$ cat config.mk
export PLATFORM = sky130hd
export DESIGN_NAME = stq_cell
export DESIGN_NICKNAME = d
export VERILOG_FILES = /design/src/rtl/stq_pkg.sv /design/src/rtl/stq_cell.sv
export SDC_FILE = /design/constraint.sdc
export NUM_CORES = 1
export LEC_CHECK = 0
export BUFFER_PORTS_ARGS = -buffer_cell sky130_fd_sc_hd__buf_2
export CAP_MARGIN = 25
export CORE_ASPECT_RATIO = 0.75
export CORE_MARGIN = 2
export CORE_UTILIZATION = 48
export CTS_CLUSTER_SIZE = 28
export DETAILED_ROUTE_END_ITERATION = 8
export PLACE_DENSITY = 0.86
export REMOVE_ABC_BUFFERS = 1
export SYNTH_ARGS = -nofsm -noshare
export SYNTH_HDL_FRONTEND = slang
export SYNTH_SLANG_ARGS = --single-unit
export TNS_END_PERCENT = 1
$ cat constraint.sdc
create_clock -name i_clk -period 11.8 [get_ports i_clk]
set_input_delay 1.77 -clock i_clk [delete_from_list [all_inputs] [get_ports i_clk]]
set_output_delay 1.77 -clock i_clk [all_outputs]
set_load 0.1 [all_outputs]
$ cat src/rtl/stq_pkg.sv
// Shared types and codes for the sorted expiry timer queue.
// No dependencies; used by stq_cell and sorted_expiry_timer_queue.
package stq_pkg;

    localparam int SLOTS_DEF = 64;
    localparam int ID_W      = 10;
    localparam int TIME_W    = 32;
    localparam int OCC_W     = 7;

    typedef enum logic [1:0] {
        ACT_ADD    = 2'd0,
        ACT_ADJUST = 2'd1,
        ACT_DELETE = 2'd2,
        ACT_TICK   = 2'd3
    } t_action;

    typedef enum logic [2:0] {
        STAT_OK        = 3'd0,
        STAT_FULL      = 3'd1,
        STAT_NOT_FOUND = 3'd2,
        STAT_DUPLICATE = 3'd3,
        STAT_EXPIRED   = 3'd4,
        STAT_NONE      = 3'd5
    } t_status;

    typedef enum logic [1:0] {
        CELL_IDLE,
        CELL_INSERT,
        CELL_REMOVE,
        CELL_POP
    } t_cell_op;

    typedef enum logic [1:0] {
        ST_IDLE,
        ST_EXEC,
        ST_REINSERT
    } t_state;

    // Contents of one slot as seen by its neighbors.
    typedef struct packed {
        logic              valid;
        logic [ID_W-1:0]   conn_id;
        logic [TIME_W-1:0] expiry;
    } t_slot;

    // Command broadcast to every cell of the chain.
    typedef struct packed {
        t_cell_op          op;
        logic [ID_W-1:0]   conn_id;
        logic [TIME_W-1:0] expiry;
    } t_cell_cmd;

endpackage

$ cat src/rtl/stq_cell.sv
// One slot of the sorted timer chain: holds one timer, shifts to/from neighbors.
// Depends on stq_pkg.
module stq_cell (
    input  logic               i_clk,
    input  logic               i_rst_n,
    input  stq_pkg::t_cell_cmd i_cmd,
    input  stq_pkg::t_slot     i_left,
    input  stq_pkg::t_slot     i_right,
    input  logic               i_found,
    input  logic               i_keep,
    output stq_pkg::t_slot     o_slot,
    output logic               o_found,
    output logic               o_keep
);

    logic                       r_valid;
    logic [stq_pkg::ID_W-1:0]   r_id;
    logic [stq_pkg::TIME_W-1:0] r_expiry;
    logic                       n_valid;
    logic [stq_pkg::ID_W-1:0]   n_id;
    logic [stq_pkg::TIME_W-1:0] n_expiry;
    logic                       my_match;

    assign my_match = r_valid && (r_id == i_cmd.conn_id);
    assign o_found  = i_found | my_match;
    // this slot stays put on insert: its expiry is at or before the new one
    assign o_keep   = r_valid && (r_expiry <= i_cmd.expiry);

    assign o_slot.valid   = r_valid;
    assign o_slot.conn_id = r_id;
    assign o_slot.expiry  = r_expiry;

    always_comb begin
        n_valid  = r_valid;
        n_id     = r_id;
        n_expiry = r_expiry;
        unique case (i_cmd.op)
            stq_pkg::CELL_IDLE: begin
            end
            stq_pkg::CELL_INSERT: begin
                if (!o_keep) begin
                    if (i_keep) begin
                        n_valid  = 1'b1;
                        n_id     = i_cmd.conn_id;
                        n_expiry = i_cmd.expiry;
                    end else begin
                        n_valid  = i_left.valid;
                        n_id     = i_left.conn_id;
                        n_expiry = i_left.expiry;
                    end
                end
            end
            stq_pkg::CELL_REMOVE: begin
                if (o_found) begin
                    n_valid  = i_right.valid;
                    n_id     = i_right.conn_id;
                    n_expiry = i_right.expiry;
                end
            end
            stq_pkg::CELL_POP: begin
                n_valid  = i_right.valid;
                n_id     = i_right.conn_id;
                n_expiry = i_right.expiry;
            end
        endcase
    end

    always_ff @(posedge i_clk) begin
        if (!i_rst_n) begin
            r_valid <= 1'b0;
        end else begin
            r_valid <= n_valid;
        end
    end

    always_ff @(posedge i_clk) begin
        r_id     <= n_id;
        r_expiry <= n_expiry;
    end

endmodule

After elaboration in Yosys (flattened, before gate mapping) --
Index checks and enable logic that the tools add are counted.
Word-level totals: register bits 43, latch bits 0, memory bits (writable) 0, memory bits (read-only) 0, input port bits 134, output and inout bits 45, word-level logic and storage cells 27, memories 0
Cells by class: add/sub/neg operators 0, multiply operators 0, div/mod/pow operators 0, order comparisons 1, equal/unequal tests 6, shifts and indexed selects 0, multiplexer cells 12, bitwise operators 1, reductions and logical operators 4
Operators by type and width (number):
- two-way mux 32 bit | 3
- one-hot mux 32 bit (3 select lines) | 1
- less-or-equal comparator 32 bit | 1
- two-way mux 10 bit | 3
- one-hot mux 10 bit (3 select lines) | 1
- equality test 10 bit | 1
- equality test 2 bit, second input constant | 2
- != test 2 bit, second input constant | 2
- two-way mux 1 bit | 3
- one-hot mux 1 bit (3 select lines) | 1
- AND reduction 3 bit | 1
- nonzero test 3 bit | 1
- equality test 2 x 1 -> 1 bit, second input constant | 1
- logical AND 1 bit | 2
- OR 1 bit | 1

Longest topological paths before layout --
Gate-level depths: netlist of run 1.
depth after elaboration 5, depth in mapped cells 8, depth with buffers taken out 8

Worst setup path after synthesis of run 1 --
Ideal clock, no wire load.
path kind input-to-reg, start point input port i_cmd[9] (netlist bit), end point register r_expiry[0] (netlist bit), enable pin, library setup time 0.500 ns, data arrival time 6.367 ns, required time 11.300 ns, setup slack 4.934 ns, stages on the path 8, buffers on the path 0, path through inv_1 -> ha_1 -> nand4_1 -> nor4_2 -> and4_1 -> o41ai_1 -> a22oi_2 -> o21ai_0
On the way: cells in the longest elaborated chain, start to end 4
Ends and longest elaborated chain:
- start: declaration | RTL line stq_cell.sv:6 | input stq_pkg::t_cell_cmd i_cmd,
- less-or-equal comparator 32 bit | RTL line stq_cell.sv:27 | assign o_keep = r_valid && (r_expiry <= i_cmd.expiry);
- logical AND 1 bit | RTL line stq_cell.sv:27
- via o_keep | RTL line stq_cell.sv:13 | output logic o_keep
- != test 2 bit (no source line)
- AND reduction 3 bit (no source line)
- end signal: assignment | RTL line stq_cell.sv:78 | r_expiry <= n_expiry;
- end: declaration | RTL line stq_cell.sv:18 | logic [stq_pkg::TIME_W-1:0] r_expiry;
The timed path passes the listed nets, and every way through them passes these cells. A chain may end at the register's enable or synchronous reset.

Worst setup path after layout of run 1 --
start point input port i_cmd[25] (netlist bit), end point output port o_keep
On the way: cells in the longest elaborated chain, start to end 2
Ends and longest elaborated chain (RTL line):
- less-or-equal comparator 32 bit | stq_cell.sv:27
- logical AND 1 bit | stq_cell.sv:27
- end: declaration | stq_cell.sv:13
Every way passes these cells.

==> metrics.cfg, run 1 <==
[synthesis]
ys.warnings.count=0
async_reset_ff_share_pct=0
synth_cell_types=33
synthXorXnorAreaFrac_pct=2.77
synth-adder-area-share_pct=12.7
synth_top_family_by_area=compound AO/OA/AOI/OAI gates
synth_area_um2=3160
syn_avg_cell_area_um2=9.75
synthSimpleGateAreaFrac_pct=10.1
yosysSeqAreaShare_pct=40.6
synthMuxAreaShare_pct=13.3
ys_ff_latch=43
synth-compound-area-share_pct=14.1
synth_cells=324
synthFlopType=edfxtp_1
synth_edf_count=42

[worst_setup_path]
rr_worst_depth=8
end_kind=output port
crit_chain=buf_2 > inv_1 > ha_1 > a21o_1 > a221o_1 > a21oi_1 > o21ai_0 > a22oi_2 > buf_2
cpMostUsedCell=buf_2
slowest_delay_ns=0.49
critPathArrivalTime_ns=3.79
path_max_fanout=3
worstPathRequired_ns=10.03
start_kind=input pin
crit_type=input pin to output port
slowest_stage=buf_2

[cells_and_area]
num-fill-cells=509
syn2layout_area_growth_pct=34.6
layout_commonest_cell=buf_2
drive_above_1_share_pct=39.6
layout.nets=662
diodes=0
utilization_pct=67.0
mostFrequentLayoutCells=buf_2 (178), nand2_1 (51), o21ai_0 (49)
fin_cells=578

[place]
port_buffers=178
place.gp.congestion=0.782
place_inst=570
dp_slack_ns=6.25
dp_hpwl_mm=6.45

[sta]
finalHoldViolCount=0
fin_ws_ns=6.24
slew_headroom_pct=51.8
rsz0062_at_grt=no
setup_viol=0
fin_skew_ns=0.00739
drv_slew=0
fmax_mhz=180
timing.final.crit_period_ns=5.56
tightest_slew_ns=0.723
fin_crit_sh_pct=47.1
setup_tns_ns=0

[clock_tree]
clock_latency_ns=0.29
cts_max_level=2
cts_buffers=5
cts_hold_buf=0
cts_sinks=43
cts_root_buf=clkbuf_8
clock_path_buffers=2
cts_resized=0
cts_tree=yes
post_cts_buffers=0
path_clk_slew_ns=0.09

[grt]
overflow=0
grt_pass1_wl_mm=13.0
antenna_found_initial=0
grt_pass1_vias=2891
grt_start_max_net_pins=90
track_usage_pct=22.3

[route]
drc=0
postRouteAntennaNets=0
first_iter_violations=94
vias_per_cell=5.10
wirelength_mm=7.94
routedWlPerCell_um=13.7
drt_first_pass_iters=4
vias=2948

[run]
maxCapViolations=0

[die]
fp-row-count=25
core-area_um2=6350
die_width_um=97.7
die_area_um2=7250
ios=179
dieHeight_um=74.3
initial_core_util_pct=49.8

[run_status]
status=finished, final reports clean

[hold_path]
hp-class=flip-flop to flip-flop
hold_depth=2

[power_and_ir_drop]
vdd_drop_max_mv=0.0768
power_density_nw_per_um2=145
power.leakage_nw=2.20

-- cell families after synthesis --
family,Yosys count
fa+ha+maj,32
simple gates,68
buf+inv,52
xor+xnor,10
compound gates,77
mux,42
flops,43
-- state kept, by name, indices dropped and copies added (netlist names) --
name	count
r_valid	1
r_id	10
r_expiry	32
-- critical path: cells and delay by family --
| kind | cells | cell delay, ns |
|---|---|---|
| fa+ha+maj | 1 | 0.31 |
| compound gates | 5 | 1.08 |
| buf+inv | 3 | 0.62 |
-- metrics by stage --
stage / hold WS, ns / cell area (um2) / total power, mW
after detailed placement: 0.719 / 4120 / 0.485
after floorplan: 1.31 / 3090 / 0.417
after global routing: 0.781 / 4250 / 0.648
after global placement: 0.711 / 4120 / 0.478
final: 0.728 / 4250 / 0.617
after CTS: 0.741 / 4250 / 0.623
-- final timing paths --
path               start           to  slack [ns]
max            i_cmd[25]       o_keep        6.24
min              r_valid      r_valid        0.73
max reg2reg  r_expiry[9]  r_expiry[3]        8.92
min reg2reg      r_valid      r_valid        0.73
-- metal layers --
layer	wire length [um]	share of wire, %	GRT usage [%]
met1	3350	42	26.8
met2	4070	51	42.3
met3	436	5.5	3.76
met4	82	1.0	5.86
met5	0	0	0
-- final cells by class --
type | instances | area (um2) | area share, %
Multi-Input combinational cell | 229 | 1690 | 39.6
Sequential cell | 43 | 1280 | 30.1
Timing Repair Buffer | 181 | 913 | 21.5
Inverter | 36 | 135 | 3.18
Tap cell | 81 | 101 | 2.38
Clock buffer | 5 | 68.8 | 1.62
Clock inverter | 3 | 67.6 | 1.59
-- Yosys cell counts, types with 2 or more instances --
| library cell | number | area [um2] |
|---|---|---|
| nand2_1 | 51 | 191 |
| o21ai_0 | 50 | 250 |
| edfxtp_1 | 42 | 1260 |
| mux2i_1 | 42 | 420 |
| inv_1 | 36 | 135 |
| ha_1 | 32 | 400 |
| a21oi_1 | 14 | 70.1 |
| clkbuf_1 | 11 | 41.3 |
| xnor2_1 | 10 | 87.6 |
| nand4_1 | 5 | 31.3 |
| buf_2 | 4 | 20.0 |
| and2_1 | 2 | 12.5 |
| and4_1 | 2 | 17.5 |
| nand4_2 | 2 | 25.0 |
| nor2b_1 | 2 | 12.5 |
| o211ai_1 | 2 | 15.0 |
-- power by group --
group,switching [mW],internal [mW]
registers,0.0115,0.194
clock network,0.0532,0.0844
logic,0.210,0.0646
(Power assumes the default switching activity.)
==> run 2, diff against run 1 <==
--- a/config.mk
+++ b/config.mk
@@ -5,14 +5,15 @@
 export SDC_FILE = /design/constraint.sdc
 export NUM_CORES = 1
 export LEC_CHECK = 0
+export ABC_AREA = 1
 export BUFFER_PORTS_ARGS = -buffer_cell sky130_fd_sc_hd__buf_2
 export CAP_MARGIN = 25
 export CORE_ASPECT_RATIO = 0.75
 export CORE_MARGIN = 2
-export CORE_UTILIZATION = 48
+export CORE_UTILIZATION = 41
 export CTS_CLUSTER_SIZE = 28
 export DETAILED_ROUTE_END_ITERATION = 8
-export PLACE_DENSITY = 0.86
+export PLACE_DENSITY = 0.78
 export REMOVE_ABC_BUFFERS = 1
 export SYNTH_ARGS = -nofsm -noshare
 export SYNTH_HDL_FRONTEND = slang
==> constraint.sdc (replaced) <==
create_clock -name i_clk -period 4.9 [get_ports i_clk]
set_input_delay 0.735 -clock i_clk [delete_from_list [all_inputs] [get_ports i_clk]]
set_output_delay 0.735 -clock i_clk [all_outputs]
set_load 0.1 [all_outputs]
==> run 2 against run 1 <==
Combinational power is 100% higher. Synthesized cell count is 31% higher. Critical path type unchanged. Hold slack worse by 0.10 ns. Largest cell class unchanged. Highest routed layer unchanged.
==> metrics.cfg, run 2 <==
[clock_tree]
cts_max_level=2  ; unchanged
path_clk_slew_ns=0.08  ; was 0.09 ns
post_cts_buffers=0  ; unchanged
cts_root_buf=clkbuf_8  ; unchanged
cts_tree=yes  ; unchanged
cts_resized=0  ; unchanged
clock_latency_ns=0.29  ; about the same
cts_sinks=43  ; unchanged
clock_path_buffers=2  ; unchanged
cts_hold_buf=0  ; unchanged
cts_buffers=5  ; unchanged

[sta]
fin_skew_ns=0.00348  ; was 0.00739 ns
timing.final.crit_period_ns=3.15
rsz0062_at_grt=no  ; unchanged
tightest_slew_ns=0.807  ; was 0.723 ns
slew_headroom_pct=46.1  ; was 51.8%
holdWs_ns=0.627  ; was 0.728 ns
setup_viol=0  ; unchanged
finalHoldViolCount=0  ; unchanged
fmax_mhz=318
drv_slew=0  ; unchanged
setup_tns_ns=0  ; unchanged
fin_crit_sh_pct=64.2

[worst_setup_path]
end_kind=output port  ; unchanged
worstPathRequired_ns=4.16  ; was 10.03 ns
crit_type=input pin to output port  ; unchanged
critPathArrivalTime_ns=2.41  ; was 3.79 ns
start_kind=input pin  ; unchanged
rr_worst_depth=11  ; was 8
path_max_fanout=2  ; was 3

[place]
dp_hpwl_mm=7.00  ; was 6.45 mm
postPlaceCellArea_um2=4160  ; was 4120 um2
place_inst=688  ; was 570
port_buffers=178  ; unchanged
place.gp.congestion=0.845  ; was 0.782

[synthesis]
synth_cell_types=27  ; was 33
synth_common_cells=a21oi_1 (97), nand2_1 (95), nor2_1 (58), inv_1 (53), edfxtp_1 (42)  ; was nand2_1 (51), o21ai_0 (50), edfxtp_1 (42), mux2i_1 (42), inv_1 (36)
synthTopCellsByArea=edfxtp_1 (39%), a21oi_1 (15%), ha_1 (13%), nand2_1 (11%), nor2_1 (6.8%)  ; was edfxtp_1 (40%), mux2i_1 (13%), ha_1 (13%), o21ai_0 (7.9%), nand2_1 (6.1%)
ys.warnings.count=0  ; unchanged
ys_ff_latch=43  ; unchanged
syn_avg_cell_area_um2=7.53  ; was 9.75 um2
synth_edf_count=42  ; unchanged
synth_top_area_share_pct=39.4  ; was 39.9%
yosysTopAreaCell=edfxtp_1  ; unchanged
synth_cells=425  ; was 324
yosysMostFrequentCell=a21oi_1  ; was nand2_1
synth_area_um2=3200  ; was 3160 um2
async_reset_ff_share_pct=0  ; unchanged
synthFlopType=edfxtp_1  ; unchanged
yosysSeqAreaShare_pct=40.0  ; was 40.6%

[power_and_ir_drop]
vdd_drop_max_mv=0.179  ; was 0.0768 mV
power_density_nw_per_um2=303  ; was 145 nW/um2
power.leakage_nw=2.27  ; was 2.20 nW

[route]
wirelength_mm=8.92  ; was 7.94 mm
first_iter_violations=195  ; was 94
drt_first_pass_iters=5  ; was 4
vias_per_cell=4.83  ; was 5.10
drc=0  ; unchanged
vias=3365  ; was 2948
postRouteAntennaNets=0  ; unchanged
routedWlPerCell_um=12.8  ; was 13.7 um

[die]
die_area_um2=8540  ; was 7250 um2
fp-row-count=27  ; was 25
die_width_um=106  ; was 97.7 um
initial_core_util_pct=42.9  ; was 49.8%
ios=179  ; unchanged
dieHeight_um=80.5  ; was 74.3 um
core-area_um2=7470  ; was 6350 um2

[cells_and_area]
syn2layout_area_growth_pct=33.9  ; was 34.6%
fin_area_um2=4290  ; was 4250 um2
reg_top3=r_expiry x32, r_id x10, r_valid x1  ; unchanged
fin_cells=697  ; was 578
mostFrequentLayoutCells=buf_2 (178), a21oi_1 (97), nand2_1 (95)  ; was buf_2 (178), nand2_1 (51), o21ai_0 (49)
utilization_pct=57.4  ; was 67.0%
diodes=0  ; unchanged
layout.nets=761  ; was 662
largest_register_ffs=32  ; unchanged
top_register=r_expiry  ; unchanged
drive_above_1_share_pct=32.4  ; was 39.6%
layout_commonest_cell=buf_2  ; unchanged

[grt]
grt_pass1_vias=3295  ; was 2891
track_usage_pct=21.0  ; was 22.3%
grt_start_max_net_pins=46  ; was 90
grt_pass1_wl_mm=14.4  ; was 13.0 mm
overflow=0  ; unchanged
antenna_found_initial=0  ; unchanged

[hold_path]
hp-class=flip-flop to flip-flop  ; unchanged
hold_depth=4  ; was 2

[run]
maxCapViolations=0  ; unchanged

[run_status]
status=finished, final reports clean  ; unchanged

## run 2: cell types whose count changed after synthesis, sizes merged, moves of 4 or more
cell and change:
a21oi +83, clkbuf +5, inv +18, mux2i -42, nand2 +45, nand3 +6, nand4 -4, nor2 +58
o21ai -48, xnor2 -9
## run 2: cell type report
| class | instances | area [um2] |
|---|---|---|
| Clock buffer | 5 | 68.8 |
| Clock inverter | 3 | 38.8 |
| Fill cell | 715 | 3180 |
| Inverter | 55 | 206 |
| Multi-Input combinational cell | 308 | 1630 |
| Sequential cell | 43 | 1280 |
| Tap cell | 101 | 126 |
| Timing Repair Buffer | 182 | 933 |
## run 2: final timing paths
path | start | to | slack [ns]
setup / recovery | i_cmd[19] | o_keep | 1.75
hold / removal | r_valid | r_valid | 0.63
setup reg to reg | r_expiry[23] | r_expiry[7] | 2.42
hold reg to reg | r_valid | r_valid | 0.63
## run 2: per-layer routing
layer / share of wire (%) / track usage [%] / vias to the layer above
met5: 0 / 0 / -
met3: 8.4 / 4.87 / 7
li1: - / - / 1739
met1: 43 / 25.4 / 1482
met2: 48 / 38.3 / 137
met4: 0.66 / 4.34 / 0
## run 2: report_power, final
group	switching, mW	internal [mW]
clock network	0.121	0.149
logic	0.421	0.134
registers	0.0220	0.452
## run 2: cells by family after synthesis
kind of cell,share of synthesized area (%)
buf+inv,9.07
simple gates,20.9
xor+xnor,1.09
flops,40.0
compound gates,16.4
fa+ha+maj,12.5
## run 2: stage by stage
stage          worst slack (ns)  total power [mW]
2_1_floorplan              1.42             0.887
3_3_place_gp               1.70              1.03
3_5_place_dp               1.66              1.04
4_1_cts                    1.71              1.31
5_1_grt                    1.53              1.37
6_report                   1.75              1.30
## run 2: critical path, cell delays in order
cell	delay (ns)
buf_2	0.10
inv_1	0.04
ha_1	0.29
nand2_1	0.08
inv_1	0.06
nand2_1	0.06
nand2_1	0.05
nand2_1	0.05
nand3_1	0.07
a21oi_1	0.19
nand2_1	0.08
nand2_1	0.09
nand2_1	0.06
inv_1	0.05
buf_2	0.41
==> run 3, diff against run 2 <==
--- a/config.mk
+++ b/config.mk
@@ -10,10 +10,10 @@
 export CAP_MARGIN = 25
 export CORE_ASPECT_RATIO = 0.75
 export CORE_MARGIN = 2
-export CORE_UTILIZATION = 41
+export CORE_UTILIZATION = 45
 export CTS_CLUSTER_SIZE = 28
 export DETAILED_ROUTE_END_ITERATION = 8
-export PLACE_DENSITY = 0.78
+export PLACE_DENSITY = 0.81
 export REMOVE_ABC_BUFFERS = 1
 export SYNTH_ARGS = -nofsm -noshare
 export SYNTH_HDL_FRONTEND = slang
==> constraint.sdc (replaced) <==
create_clock -name i_clk -period 3.23 [get_ports i_clk]
set_input_delay 0.4845 -clock i_clk [delete_from_list [all_inputs] [get_ports i_clk]]
set_output_delay 0.4845 -clock i_clk [all_outputs]
set_load 0.1 [all_outputs]
==> run 3 against run 2 <==
Count of clock-buffer cells in the layout up 2. Die area down 8.5%. First-iteration DRC count down 34%. Non-clock buffer count up 2. Global-route usage up 2.3 points. Worst setup slack worse by 1.3 ns. Clock power up 22%. Largest power group unchanged.
==> metrics.cfg, run 3 (same netlist as run 2, synthesis figures left out) <==
[place]
port_buffers=178  ; unchanged
postPlaceCellArea_um2=4180  ; was 4160 um2
dp_slack_ns=0.500  ; was 1.66 ns
dp_hpwl_mm=7.11  ; was 7.00 mm
place.gp.congestion=0.824  ; was 0.845

[cells_and_area]
reg_top3=r_expiry x32, r_id x10, r_valid x1  ; unchanged
drive_above_1_share_pct=32.4  ; about the same
mostFrequentLayoutCells=buf_2 (178), a21oi_1 (97), nand2_1 (95)  ; unchanged
fin_area_um2=4260  ; was 4290 um2
layout.nets=763  ; was 761
top_register=r_expiry  ; unchanged
syn2layout_area_growth_pct=33.0  ; was 33.9%
utilization_pct=62.0  ; was 57.4%
largest_register_ffs=32  ; unchanged
layout_commonest_cell=buf_2  ; unchanged
diodes=0  ; unchanged

[route]
drt_first_pass_iters=6  ; was 5
vias_per_cell=4.85  ; was 4.83
wirelength_mm=9.06  ; was 8.92 mm
vias=3373  ; was 3365
postRouteAntennaNets=0  ; unchanged
drc=0  ; unchanged
routedWlPerCell_um=13.0  ; was 12.8 um
first_iter_violations=128  ; was 195

[worst_setup_path]
start_kind=flip-flop  ; was input pin
end_kind=output port  ; unchanged
rr_worst_depth=11  ; unchanged
worstPathRequired_ns=2.75  ; was 4.16 ns
crit_type=flip-flop to output port  ; was input pin to output port
critPathArrivalTime_ns=2.27  ; was 2.41 ns
path_max_fanout=2  ; unchanged

[sta]
finalHoldViolCount=0  ; unchanged
slew_headroom_pct=61.8  ; was 46.1%
rsz0062_at_grt=no  ; unchanged
fin_skew_ns=0.00700  ; was 0.00348 ns
fin_crit_sh_pct=85.2
fmax_mhz=363
timing.final.crit_period_ns=2.75
fin_ws_ns=0.479  ; was 1.75 ns
tightest_slew_ns=0.569  ; was 0.807 ns
drv_slew=0  ; unchanged
setup_viol=0  ; unchanged

[die]
dieHeight_um=77.1  ; was 80.5 um
fp-row-count=26  ; was 27
die_area_um2=7810  ; was 8540 um2
ios=179  ; unchanged
core-area_um2=6860  ; was 7470 um2
die_width_um=101  ; was 106 um
initial_core_util_pct=46.6  ; was 42.9%

[clock_tree]
cts_sinks=43  ; unchanged
path_clk_slew_ns=0.08  ; about the same
cts_hold_buf=0  ; unchanged
cts_tree=yes  ; unchanged
cts_resized=0  ; unchanged
clock_latency_ns=0.28  ; was 0.29 ns
cts_buffers=5  ; unchanged
cts_max_level=2  ; unchanged
cts_root_buf=clkbuf_8  ; unchanged
post_cts_buffers=0  ; unchanged
clock_path_buffers=2  ; unchanged

[grt]
antenna_found_initial=0  ; unchanged
grt_start_max_net_pins=43  ; was 46
overflow=0  ; unchanged
grt_pass1_wl_mm=14.6  ; was 14.4 mm
grt_pass1_vias=3286  ; was 3295
track_usage_pct=23.3  ; was 21.0%

[power_and_ir_drop]
power.leakage_nw=2.26  ; was 2.27 nW
power_density_nw_per_um2=444  ; was 303 nW/um2
vdd_drop_max_mv=0.278  ; was 0.179 mV

[run_status]
status=finished, final reports clean  ; unchanged

[run]
maxCapViolations=0  ; unchanged

[hold_path]
hp-class=input pin to flip-flop  ; was flip-flop to flip-flop
hold_depth=5  ; was 4

==> run 3: final cells by class <==
| cell class | instances | area, um2 |
|---|---|---|
| inverter | 55 | 206 |
| multi-input combinational | 308 | 1630 |
| clock inverter | 1 | 5.00 |
| sequential | 43 | 1280 |
| tap | 98 | 123 |
| fill | 613 | 2610 |
| timing repair buffer | 184 | 936 |
| clock buffer | 7 | 76.3 |
==> run 3: stage by stage <==
stage | power [mW] | cells | TNS (ns) | hold slack (ns)
2_1_floorplan | 1.35 | 406 | -10.44 | 0.672
3_3_place_gp | 1.56 | 688 | 0 | 0.633
3_5_place_dp | 1.58 | 688 | 0 | 0.654
4_1_cts | 1.91 | 696 | 0 | 0.505
5_1_grt | 2.00 | 696 | 0 | 0.507
6_report | 1.89 | 696 | 0 | 0.513
==> run 3: path summary, 6_finish.rpt <==
| path | startpoint | endpoint | slack (ns) |
|---|---|---|---|
| setup / recovery | r_expiry[17] | o_keep | 0.48 |
| hold / removal | i_rst_n | r_valid | 0.51 |
| setup reg to reg | r_expiry[31] | r_id[6] | 0.94 |
| hold reg to reg | r_valid | r_valid | 0.66 |
==> run 3: metal layers <==
metal / share of wire (%) / up-vias / track usage, % / wire length (um)
li1: - / 1743 / - / -
met1: 45 / 1506 / 29.7 / 4060
met2: 48 / 122 / 41.4 / 4320
met3: 7.1 / 2 / 5.10 / 641
met4: 0.36 / 0 / 2.84 / 33
met5: 0 / - / 0 / 0
==> run 3: report_power, final <==
group,switching (mW),leakage [nW],internal (mW)
Combinational,0.642,1.80,0.203
Clock,0.177,0.0422,0.152
Sequential,0.0307,0.420,0.685
==> run 3: critical path, stage by stage, from the launching register on <==
cell	delay, ns
edfxtp_1	0.42
ha_1	0.31
nand2_1	0.07
nand2_1	0.04
nand2_1	0.05
nand2_1	0.04
nand2_1	0.07
nand3_1	0.09
a21oi_1	0.18
nand2_1	0.07
nand2_1	0.09
nand2_1	0.06
inv_1	0.06
buf_2	0.42
